**src/rtl/waltt_pkg.sv**
```systemverilog
// Shared types, codes and sizes of the write-ahead log transaction tracker.
package waltt_pkg;

    // Table sizing
    localparam int LOG_ENTRIES   = 32;
    localparam int MAX_OP_BLOCKS = 10;
    localparam int IDX_W         = $clog2(LOG_ENTRIES);
    localparam int COUNT_W       = $clog2(LOG_ENTRIES + 1);
    localparam int OPEN_W        = 6;
    localparam int NEED_W        = COUNT_W + OPEN_W + 6;

    // Field widths
    localparam int BLOCK_W  = 32;
    localparam int SLOT_W   = 5;
    localparam int STATUS_W = 4;
    localparam int REQ_W    = 2;
    localparam int CFG_W    = 11;
    localparam int OUT_W    = 40;

    localparam logic [CFG_W-1:0] LOG_AREA_RESET = 11'd33;

    // Request kinds as carried in the input tuser
    typedef enum logic [REQ_W-1:0] {
        REQ_BEGIN = 2'd0,
        REQ_END   = 2'd1,
        REQ_WRITE = 2'd2,
        REQ_DONE  = 2'd3
    } req_t;

    // Result status codes
    typedef enum logic [STATUS_W-1:0] {
        ST_ADMITTED       = 4'd0,
        ST_WAIT           = 4'd1,
        ST_ENDED          = 4'd2,
        ST_COMMIT         = 4'd3,
        ST_ABSORBED       = 4'd4,
        ST_APPENDED       = 4'd5,
        ST_CLEARED        = 4'd6,
        ST_ERR_FULL       = 4'd7,
        ST_ERR_NO_OP      = 4'd8,
        ST_ERR_END_IDLE   = 4'd9,
        ST_ERR_END_COMMIT = 4'd10,
        ST_ERR_DONE_IDLE  = 4'd11
    } status_t;

    // Back-end sequencer states
    typedef enum logic [1:0] {
        BK_IDLE   = 2'd0,
        BK_SEARCH = 2'd1,
        BK_COMMIT = 2'd2
    } back_state_t;

    // Classified request handed from front to back
    typedef struct packed {
        req_t               req;
        logic [BLOCK_W-1:0] blk;
    } item_t;

endpackage

```
**src/rtl/waltt_front.sv**
```systemverilog
// Front end: accepts requests, classifies them and queues them for the back end.
module waltt_front
    import waltt_pkg::*;
(
    input  logic               clk,
    input  logic               rst_n,
    input  logic               s_tvalid,
    output logic               s_tready,
    input  logic [REQ_W-1:0]   s_tuser,   // req_type
    input  logic [BLOCK_W-1:0] s_tdata,   // block_number
    output logic               item_valid,
    input  logic               item_ready,
    output item_t              item
);

    localparam int DEPTH = 2;
    localparam int PTR_W = $clog2(DEPTH);
    localparam int FILL_W = $clog2(DEPTH + 1);

    item_t             queue_reg [DEPTH];
    logic [PTR_W-1:0]  wr_ptr_reg, wr_ptr_next;
    logic [PTR_W-1:0]  rd_ptr_reg, rd_ptr_next;
    logic [FILL_W-1:0] fill_reg, fill_next;
    logic              push, pop;
    item_t             in_item;

    // Classify the incoming transaction
    always_comb
    begin
        in_item.req = req_t'(s_tuser);
        in_item.blk = s_tdata;
    end

    assign s_tready   = (fill_reg != FILL_W'(DEPTH));
    assign item_valid = (fill_reg != '0);
    assign item       = queue_reg[rd_ptr_reg];
    assign push       = s_tvalid && s_tready;
    assign pop        = item_valid && item_ready;

    // Advance pointers and fill level
    always_comb
    begin
        wr_ptr_next = push ? PTR_W'(wr_ptr_reg + 1'b1) : wr_ptr_reg;
        rd_ptr_next = pop  ? PTR_W'(rd_ptr_reg + 1'b1) : rd_ptr_reg;
        fill_next   = fill_reg;
        if (push && !pop)
        begin
            fill_next = FILL_W'(fill_reg + 1'b1);
        end
        else if (pop && !push)
        begin
            fill_next = FILL_W'(fill_reg - 1'b1);
        end
    end

    always_ff @(posedge clk or negedge rst_n)
    begin
        if (!rst_n)
        begin
            wr_ptr_reg <= '0;
            rd_ptr_reg <= '0;
            fill_reg   <= '0;
        end
        else
        begin
            wr_ptr_reg <= wr_ptr_next;
            rd_ptr_reg <= rd_ptr_next;
            fill_reg   <= fill_next;
        end
    end

    // Hold queued transactions
    always_ff @(posedge clk)
    begin
        if (push)
        begin
            queue_reg[wr_ptr_reg] <= in_item;
        end
    end

endmodule

```
**src/rtl/waltt_back.sv**
```systemverilog
// Back end: log table, operation bookkeeping, search and commit sequencing.
module waltt_back
    import waltt_pkg::*;
(
    input  logic                clk,
    input  logic                rst_n,
    input  logic                cfg_valid,
    input  logic [CFG_W-1:0]    cfg_data,
    input  logic                item_valid,
    output logic                item_ready,
    input  item_t               item,
    output logic                m_tvalid,
    input  logic                m_tready,
    output logic [STATUS_W-1:0] m_tuser,
    output logic [OUT_W-1:0]    m_tdata,
    output logic                m_tlast
);

    back_state_t          state_reg, state_next;
    logic [COUNT_W-1:0]   count_reg, count_next;
    logic [OPEN_W-1:0]    open_reg, open_next;
    logic                 commit_reg, commit_next;
    logic [IDX_W-1:0]     idx_reg, idx_next;
    logic [BLOCK_W-1:0]   blk_reg, blk_next;
    logic [CFG_W-1:0]     log_area_reg;

    logic [BLOCK_W-1:0]   mem [LOG_ENTRIES];
    logic [BLOCK_W-1:0]   rd_data_reg;
    logic [IDX_W-1:0]     rd_addr;
    logic                 mem_we;

    logic                 m_valid_reg, m_valid_next;
    status_t              out_status_reg;
    logic [SLOT_W-1:0]    out_slot_reg;
    logic [BLOCK_W-1:0]   out_entry_reg;
    logic                 out_pin_reg;
    logic                 out_last_reg;

    logic                 emit;
    status_t              e_status;
    logic [SLOT_W-1:0]    e_slot;
    logic [BLOCK_W-1:0]   e_entry;
    logic                 e_pin;
    logic                 e_last;

    logic                 out_free;
    logic                 pop;
    logic [NEED_W-1:0]    need;
    logic                 begin_ok;
    logic                 log_full;
    logic                 at_end;
    logic                 last_close;

    // Admission and capacity checks
    always_comb
    begin
        need = NEED_W'(count_reg)
             + (NEED_W'(open_reg) + NEED_W'(1)) * NEED_W'(MAX_OP_BLOCKS);
        begin_ok = !commit_reg && (need <= NEED_W'(LOG_ENTRIES));
        log_full = (count_reg >= COUNT_W'(LOG_ENTRIES))
                || ((12'(count_reg) + 12'd1) >= {1'b0, log_area_reg});
        at_end     = ((COUNT_W'(idx_reg) + COUNT_W'(1)) == count_reg);
        last_close = (open_reg == OPEN_W'(1)) && (count_reg != '0);
    end

    assign out_free   = !m_valid_reg || m_tready;
    assign pop        = (state_reg == BK_IDLE) && item_valid && out_free;
    assign item_ready = pop;

    // Next state
    always_comb
    begin
        state_next = state_reg;
        unique case (state_reg)
            BK_IDLE:
            begin
                if (pop)
                begin
                    if ((item.req == REQ_END) && !commit_reg && last_close)
                    begin
                        state_next = BK_COMMIT;
                    end
                    else if ((item.req == REQ_WRITE) && !log_full
                             && (open_reg != '0) && (count_reg != '0))
                    begin
                        state_next = BK_SEARCH;
                    end
                end
            end
            BK_SEARCH:
            begin
                if (out_free && ((rd_data_reg == blk_reg) || at_end))
                begin
                    state_next = BK_IDLE;
                end
            end
            BK_COMMIT:
            begin
                if (out_free && at_end)
                begin
                    state_next = BK_IDLE;
                end
            end
            default:
            begin
                state_next = BK_IDLE;
            end
        endcase
    end

    // Datapath and results
    always_comb
    begin
        count_next  = count_reg;
        open_next   = open_reg;
        commit_next = commit_reg;
        idx_next    = idx_reg;
        blk_next    = blk_reg;
        rd_addr     = idx_reg;
        mem_we      = 1'b0;
        emit        = 1'b0;
        e_status    = ST_ADMITTED;
        e_slot      = '0;
        e_entry     = '0;
        e_pin       = 1'b0;
        e_last      = 1'b1;

        unique case (state_reg)
            BK_IDLE:
            begin
                idx_next = '0;
                rd_addr  = '0;
                blk_next = item.blk;
                if (pop)
                begin
                    unique case (item.req)
                        REQ_BEGIN:
                        begin
                            emit = 1'b1;
                            if (begin_ok)
                            begin
                                open_next = OPEN_W'(open_reg + 1'b1);
                                e_status  = ST_ADMITTED;
                            end
                            else
                            begin
                                e_status = ST_WAIT;
                            end
                        end
                        REQ_END:
                        begin
                            if (commit_reg)
                            begin
                                emit     = 1'b1;
                                e_status = ST_ERR_END_COMMIT;
                            end
                            else if (open_reg == '0)
                            begin
                                emit     = 1'b1;
                                e_status = ST_ERR_END_IDLE;
                            end
                            else
                            begin
                                open_next = OPEN_W'(open_reg - 1'b1);
                                if (last_close)
                                begin
                                    commit_next = 1'b1;
                                end
                                else
                                begin
                                    emit     = 1'b1;
                                    e_status = ST_ENDED;
                                end
                            end
                        end
                        REQ_WRITE:
                        begin
                            if (log_full)
                            begin
                                emit     = 1'b1;
                                e_status = ST_ERR_FULL;
                            end
                            else if (open_reg == '0)
                            begin
                                emit     = 1'b1;
                                e_status = ST_ERR_NO_OP;
                            end
                            else if (count_reg == '0)
                            begin
                                // Empty table: append straight into slot zero
                                mem_we     = 1'b1;
                                count_next = COUNT_W'(1);
                                emit       = 1'b1;
                                e_status   = ST_APPENDED;
                                e_entry    = item.blk;
                                e_pin      = 1'b1;
                            end
                        end
                        REQ_DONE:
                        begin
                            emit = 1'b1;
                            if (commit_reg)
                            begin
                                count_next  = '0;
                                commit_next = 1'b0;
                                e_status    = ST_CLEARED;
                            end
                            else
                            begin
                                e_status = ST_ERR_DONE_IDLE;
                            end
                        end
                        default:
                        begin
                            emit = 1'b0;
                        end
                    endcase
                end
            end
            BK_SEARCH:
            begin
                if (out_free)
                begin
                    if (rd_data_reg == blk_reg)
                    begin
                        emit     = 1'b1;
                        e_status = ST_ABSORBED;
                        e_slot   = SLOT_W'(idx_reg);
                        e_entry  = blk_reg;
                    end
                    else if (at_end)
                    begin
                        // No match: append behind the last entry
                        mem_we     = 1'b1;
                        count_next = COUNT_W'(count_reg + 1'b1);
                        emit       = 1'b1;
                        e_status   = ST_APPENDED;
                        e_slot     = SLOT_W'(count_reg);
                        e_entry    = blk_reg;
                        e_pin      = 1'b1;
                    end
                    else
                    begin
                        idx_next = IDX_W'(idx_reg + 1'b1);
                        rd_addr  = IDX_W'(idx_reg + 1'b1);
                    end
                end
            end
            BK_COMMIT:
            begin
                if (out_free)
                begin
                    emit     = 1'b1;
                    e_status = ST_COMMIT;
                    e_slot   = SLOT_W'(idx_reg);
                    e_entry  = rd_data_reg;
                    e_last   = at_end;
                    if (!at_end)
                    begin
                        idx_next = IDX_W'(idx_reg + 1'b1);
                        rd_addr  = IDX_W'(idx_reg + 1'b1);
                    end
                end
            end
            default:
            begin
                emit = 1'b0;
            end
        endcase

        m_valid_next = emit ? 1'b1 : (m_tready ? 1'b0 : m_valid_reg);
    end

    // Control state
    always_ff @(posedge clk or negedge rst_n)
    begin
        if (!rst_n)
        begin
            state_reg    <= BK_IDLE;
            count_reg    <= '0;
            open_reg     <= '0;
            commit_reg   <= 1'b0;
            m_valid_reg  <= 1'b0;
            log_area_reg <= LOG_AREA_RESET;
        end
        else
        begin
            state_reg   <= state_next;
            count_reg   <= count_next;
            open_reg    <= open_next;
            commit_reg  <= commit_next;
            m_valid_reg <= m_valid_next;
            if (cfg_valid)
            begin
                log_area_reg <= cfg_data;
            end
        end
    end

    // Working registers and output payload
    always_ff @(posedge clk)
    begin
        idx_reg <= idx_next;
        blk_reg <= blk_next;
        if (emit)
        begin
            out_status_reg <= e_status;
            out_slot_reg   <= e_slot;
            out_entry_reg  <= e_entry;
            out_pin_reg    <= e_pin;
            out_last_reg   <= e_last;
        end
    end

    // Log table: one write port, one registered read port
    always_ff @(posedge clk)
    begin
        if (mem_we)
        begin
            mem[IDX_W'(count_reg)] <= blk_next;
        end
        rd_data_reg <= mem[rd_addr];
    end

    assign m_tvalid = m_valid_reg;
    assign m_tuser  = out_status_reg;
    assign m_tdata  = {2'b00, out_pin_reg, out_entry_reg, out_slot_reg};
    assign m_tlast  = out_last_reg;

endmodule

```
**src/rtl/write_ahead_log_transaction_tracker_top.sv**
```systemverilog
// Top level of the write-ahead log transaction tracker.
// Requests enter through a two-deep queue and are carried out one at a time by a
// sequencer that owns the log table. A write that reaches the table search walks
// the logged slots and ends early at the first matching slot, and a last close
// with a non-empty table reads out every logged entry. Both walks step one table
// slot a cycle through the table's single registered read port of the 32-entry
// table while the output is not stalled. A stalled output holds the sequencer.
module write_ahead_log_transaction_tracker_top
    import waltt_pkg::*;
(
    input  logic                clk,
    input  logic                rst_n,
    input  logic                cfg_valid,
    output logic                cfg_ready,
    input  logic [CFG_W-1:0]    cfg_data,    // log_area_blocks
    input  logic                s_tvalid,
    output logic                s_tready,
    input  logic [REQ_W-1:0]    s_tuser,     // req_type
    input  logic [BLOCK_W-1:0]  s_tdata,     // block_number
    output logic                m_tvalid,
    input  logic                m_tready,
    output logic [STATUS_W-1:0] m_tuser,     // status
    output logic [OUT_W-1:0]    m_tdata,     // slot_index, entry_block, pin_block, zero pad
    output logic                m_tlast      // last
);

    logic  item_valid;
    logic  item_ready;
    item_t item;

    assign cfg_ready = 1'b1;

    // Accept and queue requests
    waltt_front u_front (
        .clk        (clk),
        .rst_n      (rst_n),
        .s_tvalid   (s_tvalid),
        .s_tready   (s_tready),
        .s_tuser    (s_tuser),
        .s_tdata    (s_tdata),
        .item_valid (item_valid),
        .item_ready (item_ready),
        .item       (item)
    );

    // Carry out requests against the log table
    waltt_back u_back (
        .clk        (clk),
        .rst_n      (rst_n),
        .cfg_valid  (cfg_valid),
        .cfg_data   (cfg_data),
        .item_valid (item_valid),
        .item_ready (item_ready),
        .item       (item),
        .m_tvalid   (m_tvalid),
        .m_tready   (m_tready),
        .m_tuser    (m_tuser),
        .m_tdata    (m_tdata),
        .m_tlast    (m_tlast)
    );

    // Only a commit run has results that are not the last of their request
    a_last_single : assert property (@(posedge clk) disable iff (!rst_n)
        (m_tvalid && (m_tuser != ST_COMMIT)) |-> m_tlast)
        else $error("non-commit result without last");

    // Pin only on an appended entry
    a_pin_append : assert property (@(posedge clk) disable iff (!rst_n)
        (m_tvalid && m_tdata[37]) |-> (m_tuser == ST_APPENDED))
        else $error("pin on a result that is not an append");

    // Slot and block are zero unless the result names a table entry
    a_zero_payload : assert property (@(posedge clk) disable iff (!rst_n)
        (m_tvalid && (m_tuser != ST_COMMIT) && (m_tuser != ST_ABSORBED)
         && (m_tuser != ST_APPENDED)) |-> (m_tdata[36:0] == '0))
        else $error("entry fields set on a result without an entry");

    // A request is taken from the queue only while the output can accept it
    a_pop_gated : assert property (@(posedge clk) disable iff (!rst_n)
        (item_valid && item_ready) |-> (!m_tvalid || m_tready))
        else $error("request taken while the result register is blocked");

endmodule

```
**config.mk**
```make
export PLATFORM = sky130hd
export DESIGN_NAME = write_ahead_log_transaction_tracker_top
export DESIGN_NICKNAME = d
export VERILOG_FILES = /design/src/rtl/waltt_pkg.sv /design/src/rtl/waltt_front.sv /design/src/rtl/waltt_back.sv /design/src/rtl/write_ahead_log_transaction_tracker_top.sv
export SDC_FILE = /design/constraint.sdc
export NUM_CORES = 2
export LEC_CHECK = 0
export BUFFER_PORTS_ARGS = -buffer_cell sky130_fd_sc_hd__clkbuf_2
export CORE_ASPECT_RATIO = 1.4
export CORE_UTILIZATION = 41
export DETAILED_ROUTE_END_ITERATION = 8
export PLACE_DENSITY = 0.58
export SYNTH_ARGS = -nofsm -noshare
export SYNTH_HDL_FRONTEND = slang
export SYNTH_SLANG_ARGS = --single-unit
```
**constraint.sdc**
```tcl
create_clock -name clk -period 12.6 [get_ports clk]
set_input_delay 3.78 -clock clk [delete_from_list [all_inputs] [get_ports clk]]
set_output_delay 3.78 -clock clk [all_outputs]
set_load 0.05 [all_outputs]
```
==> impl_metrics.tcl <==
set metrics [dict create \
    n_fill_cell 9970 \
    hold_viol_final 0 \
    rsz0062_at_grt "no" \
    synth_seq_cells 1235 \
    min_from "u_back.log_area_reg[9]" \
    cts_tree "done" \
    largest_reg_flops 1024 \
    pre_cts_slack_ns 4.62 \
    regArea_um2 36200 \
    end_kind "flop" \
    crit_required_ns 13.18 \
    grt_overflow 0 \
    synthMuxAreaShare_pct 14.7 \
    grt_pass1_wl_mm 196 \
    synth-xor-area-share_pct 1.14 \
    htreeDepth 3 \
    slowest_stage "buf_4" \
    crit_chain "clkbuf_2, nand2b_1, nand2_1, nor2_1, nand2_1, o211ai_4, nor2_4, inv_4, buf_4, mux4_2, a22oi_1, nand4_1" \
    ys.flop_type "edfxtp_1" \
    r2r_start "u_back.count_reg[4]" \
    root_buffer "clkbuf_16" \
    final.setup.worst_slack_ns 5.31 \
    place_congestion 0.830 \
    groute.usage.overall_pct 23.0 \
    p_leak_nw 19.8 \
    clk_pin_slew_worst_paths_ns 0.06 \
    grt_pass1_vias 26700 \
    synthDistinctLibCells 77 \
    insertion_delay_ns 0.74 \
    drc_errors 0 \
    wl_met3_mm 9.81 \
    ff2ff_path_depth 11 \
    drt_iter0_drc 2941 \
    powerDensity_nw_per_um2 254 \
    num_io_pins 98 \
    r2r_end "u_back.mem[17][15]" \
    met1_length_mm 56.2 \
    slew_viol_final 0 \
    p_total_w 0.0141 \
    status "completed" \
    dr.pass1.iters 6 \
    syn-cell-area_um2 49100 \
    cts_resized 0 \
    synth_compound_gate_area_share_pct 4.76 \
    synth_edf_count 1135 \
    async_flop_share_pct 2.51 \
    cts.sinks 1235 \
    crit_fanout 69 \
    synthSimpleGateAreaFrac_pct 2.68 \
    num_vias 26200 \
    drv_cap 0 \
    grt_max_degree 137 \
    slowest_delay_ns 1.01 \
    setup_violations 0 \
    via_per_inst 5.87 \
    rows 149 \
    fin_worst_skew_ns 0.0351 \
    vdd_drop_max_mv 0.269 \
    die-area_um2 121000 \
    hold_buffers 0 \
    multi_input_area_um2 12300 \
    dr_wl_met2_mm 67.8 \
    hp-class "reg -> reg" \
    startpoint_type "primary input" \
    critPathArrivalTime_ns 7.87 \
    synthAdderAreaFrac_pct 1.13 \
    reg2reg_slack_ns 6.16 \
    postSynthAreaPerCell_um2 18.5 \
    ant_nets 0 \
    start_util_pct 41.5 \
    fp.coreArea_um2 118000 \
    top_layer "met4" \
    fin_tns_setup_ns 0 \
    cts-buffers-inserted 118 \
    min_period_ns 7.29 \
    syn_to_final_growth_pct 12.9 \
    wirelength_mm 139 \
    dp_hpwl_mm 72.6 \
    synth_top_family_by_area "multiplexers" \
    cpMostUsedCell "nand2_1" \
    clock.fmax_mhz 137 \
    yosysSeqAreaShare_pct 73.8 \
    portBuffers 94 \
    wire_per_inst_um 31.1 \
    layout.nets 2867 \
    tightest_slew_ns 1.19 \
    clockBufferDepth 3 \
    antenna_found_initial 2 \
    die_y_um 411 \
    post_cts_buffers 0 \
    yosysWarnings 0 \
    criticalPathCategory "in -> reg" \
    min_period_over_period_pct 57.9 \
    die_x_um 294 \
    min_to "u_back.log_area_reg[9]" \
    postSynthCellCount 2647 \
    drive_above_1_share_pct 20.8 \
    slew_headroom_pct 20.5 \
    hold_depth 1 \
]
-- worst max path at each step --
stage | start | end | slack [ns]
6_report | m_tready | u_back.rd_data_reg[4] | 5.31
5_1_grt | m_tready | u_back.rd_data_reg[8] | 5.08
4_1_cts | m_tready | u_back.rd_data_reg[1] | 5.37
3_5_place_dp | m_tready | u_back.rd_data_reg[1] | 4.62
3_3_place_gp | m_tready | u_back.rd_data_reg[3] | 4.73
2_1_floorplan | m_tready | u_back.m_tlast | 5.43
-- metal layers --
metal | GRT usage [%] | vias up
li1 | - | 11000
met1 | 30.7 | 13800
met2 | 38.2 | 1223
met3 | 3.01 | 232
met4 | 8.85 | 0
met5 | 0 | -
-- final cells by class --
class / count / share of cell area, %
diodes: 1 / 0.00451
clock buffers: 153 / 5.82
clock inverters: 70 / 1.11
inverters: 29 / 0.205
multi-input cells: 1237 / 22.2
flip-flops and latches: 1235 / 65.4
well taps: 1585 / 3.58
repair buffers: 153 / 1.69
-- report_power, final --
part / switching, W / total, W / internal (W) / leakage (nW)
Combinational: 0.00310 / 0.00474 / 0.00164 / 6.75
Clock: 0.00155 / 0.00350 / 0.00196 / 1.86
Sequential: 0.000236 / 0.00586 / 0.00562 / 11.2
-- cell usage after synthesis (5+ instances only) --
cell	count	area (um2)
xor2_1	13	114
nor2_1	93	349
a21o_1	13	97.6
or2_2	5	31.3
a222oi_1	32	320
buf_4	23	173
mux4_2	124	2790
nand3_1	15	75.1
nand2b_1	7	43.8
buf_2	62	310
dfxtp_1	69	1380
inv_1	26	97.6
nand4_1	42	263
clkbuf_1	50	188
nor3_1	7	35.0
a21oi_1	23	115
dfrtp_1	29	726
and3_1	5	31.3
nor2b_1	11	68.8
a22oi_1	128	961
o211ai_1	35	263
nor4_1	6	37.5
o21ai_0	27	135
mux2i_1	365	3650
edfxtp_1	1135	34100
xnor2_1	51	447
a2111oi_0	7	61.3
buf_1	8	30.0
nand2_1	47	176
ha_1	41	513
mux2_2	69	777
-- worst max-delay path: cells and delay by family --
kind	cells	cell delay, ns
muxes	1	0.42
and+or+nand+nor	6	1.27
AOI/OAI and AO/OA	2	0.49
buffers and inverters	3	1.80
-- layout by cell type (no fill, tap or decap), types with 8 or more instances in the layout --
master | Yosys | final
edfxtp_1 | 1135 | 1135
mux2i_1 | 365 | 365
a22oi_1 | 128 | 128
mux4_2 | 124 | 124
clkbuf_16 | 0 | 120
clkbuf_2 | 0 | 94
mux2_2 | 69 | 69
dfxtp_1 | 69 | 69
buf_4 | 23 | 57
nor2_1 | 93 | 54
xnor2_1 | 51 | 51
nand2_1 | 47 | 47
nand4_1 | 42 | 42
nor2_4 | 1 | 40
ha_1 | 41 | 39
o211ai_1 | 35 | 35
a222oi_1 | 32 | 32
dfrtp_1 | 29 | 28
o21ai_0 | 27 | 27
inv_1 | 26 | 26
clkbuf_1 | 50 | 23
a21oi_1 | 23 | 22
clkinv_1 | 0 | 21
clkinv_2 | 0 | 20
nand3_1 | 15 | 15
xor2_1 | 13 | 13
a21o_1 | 13 | 13
nor2b_1 | 11 | 11
clkbuf_8 | 0 | 10
clkinvlp_4 | 0 | 8
-- cells by family (layout without fill, tap and decap cells) --
group | count (synthesis) | count (layout)
XOR/XNOR | 64 | 64
adder cells (fa/ha/maj) | 43 | 43
flip-flops | 1235 | 1235
multiplexers | 558 | 558
AND/OR/NAND/NOR | 263 | 263
buffers and inverters | 176 | 405
other | 2 | 4
AO/OA/AOI/OAI | 306 | 306
-- per-stage QoR --
step,utilization [%],area (um2),instances,hold WS (ns)
2_1_floorplan,-,49100,2648,0.461
3_3_place_gp,43.7,51600,4239,0.493
3_5_place_dp,43.7,51600,4239,0.513
4_1_cts,46.9,55400,4462,0.528
5_1_grt,46.9,55400,4463,0.535
6_report,46.9,55400,4463,0.520
Note: power is estimated with default switching activity, not from simulation.
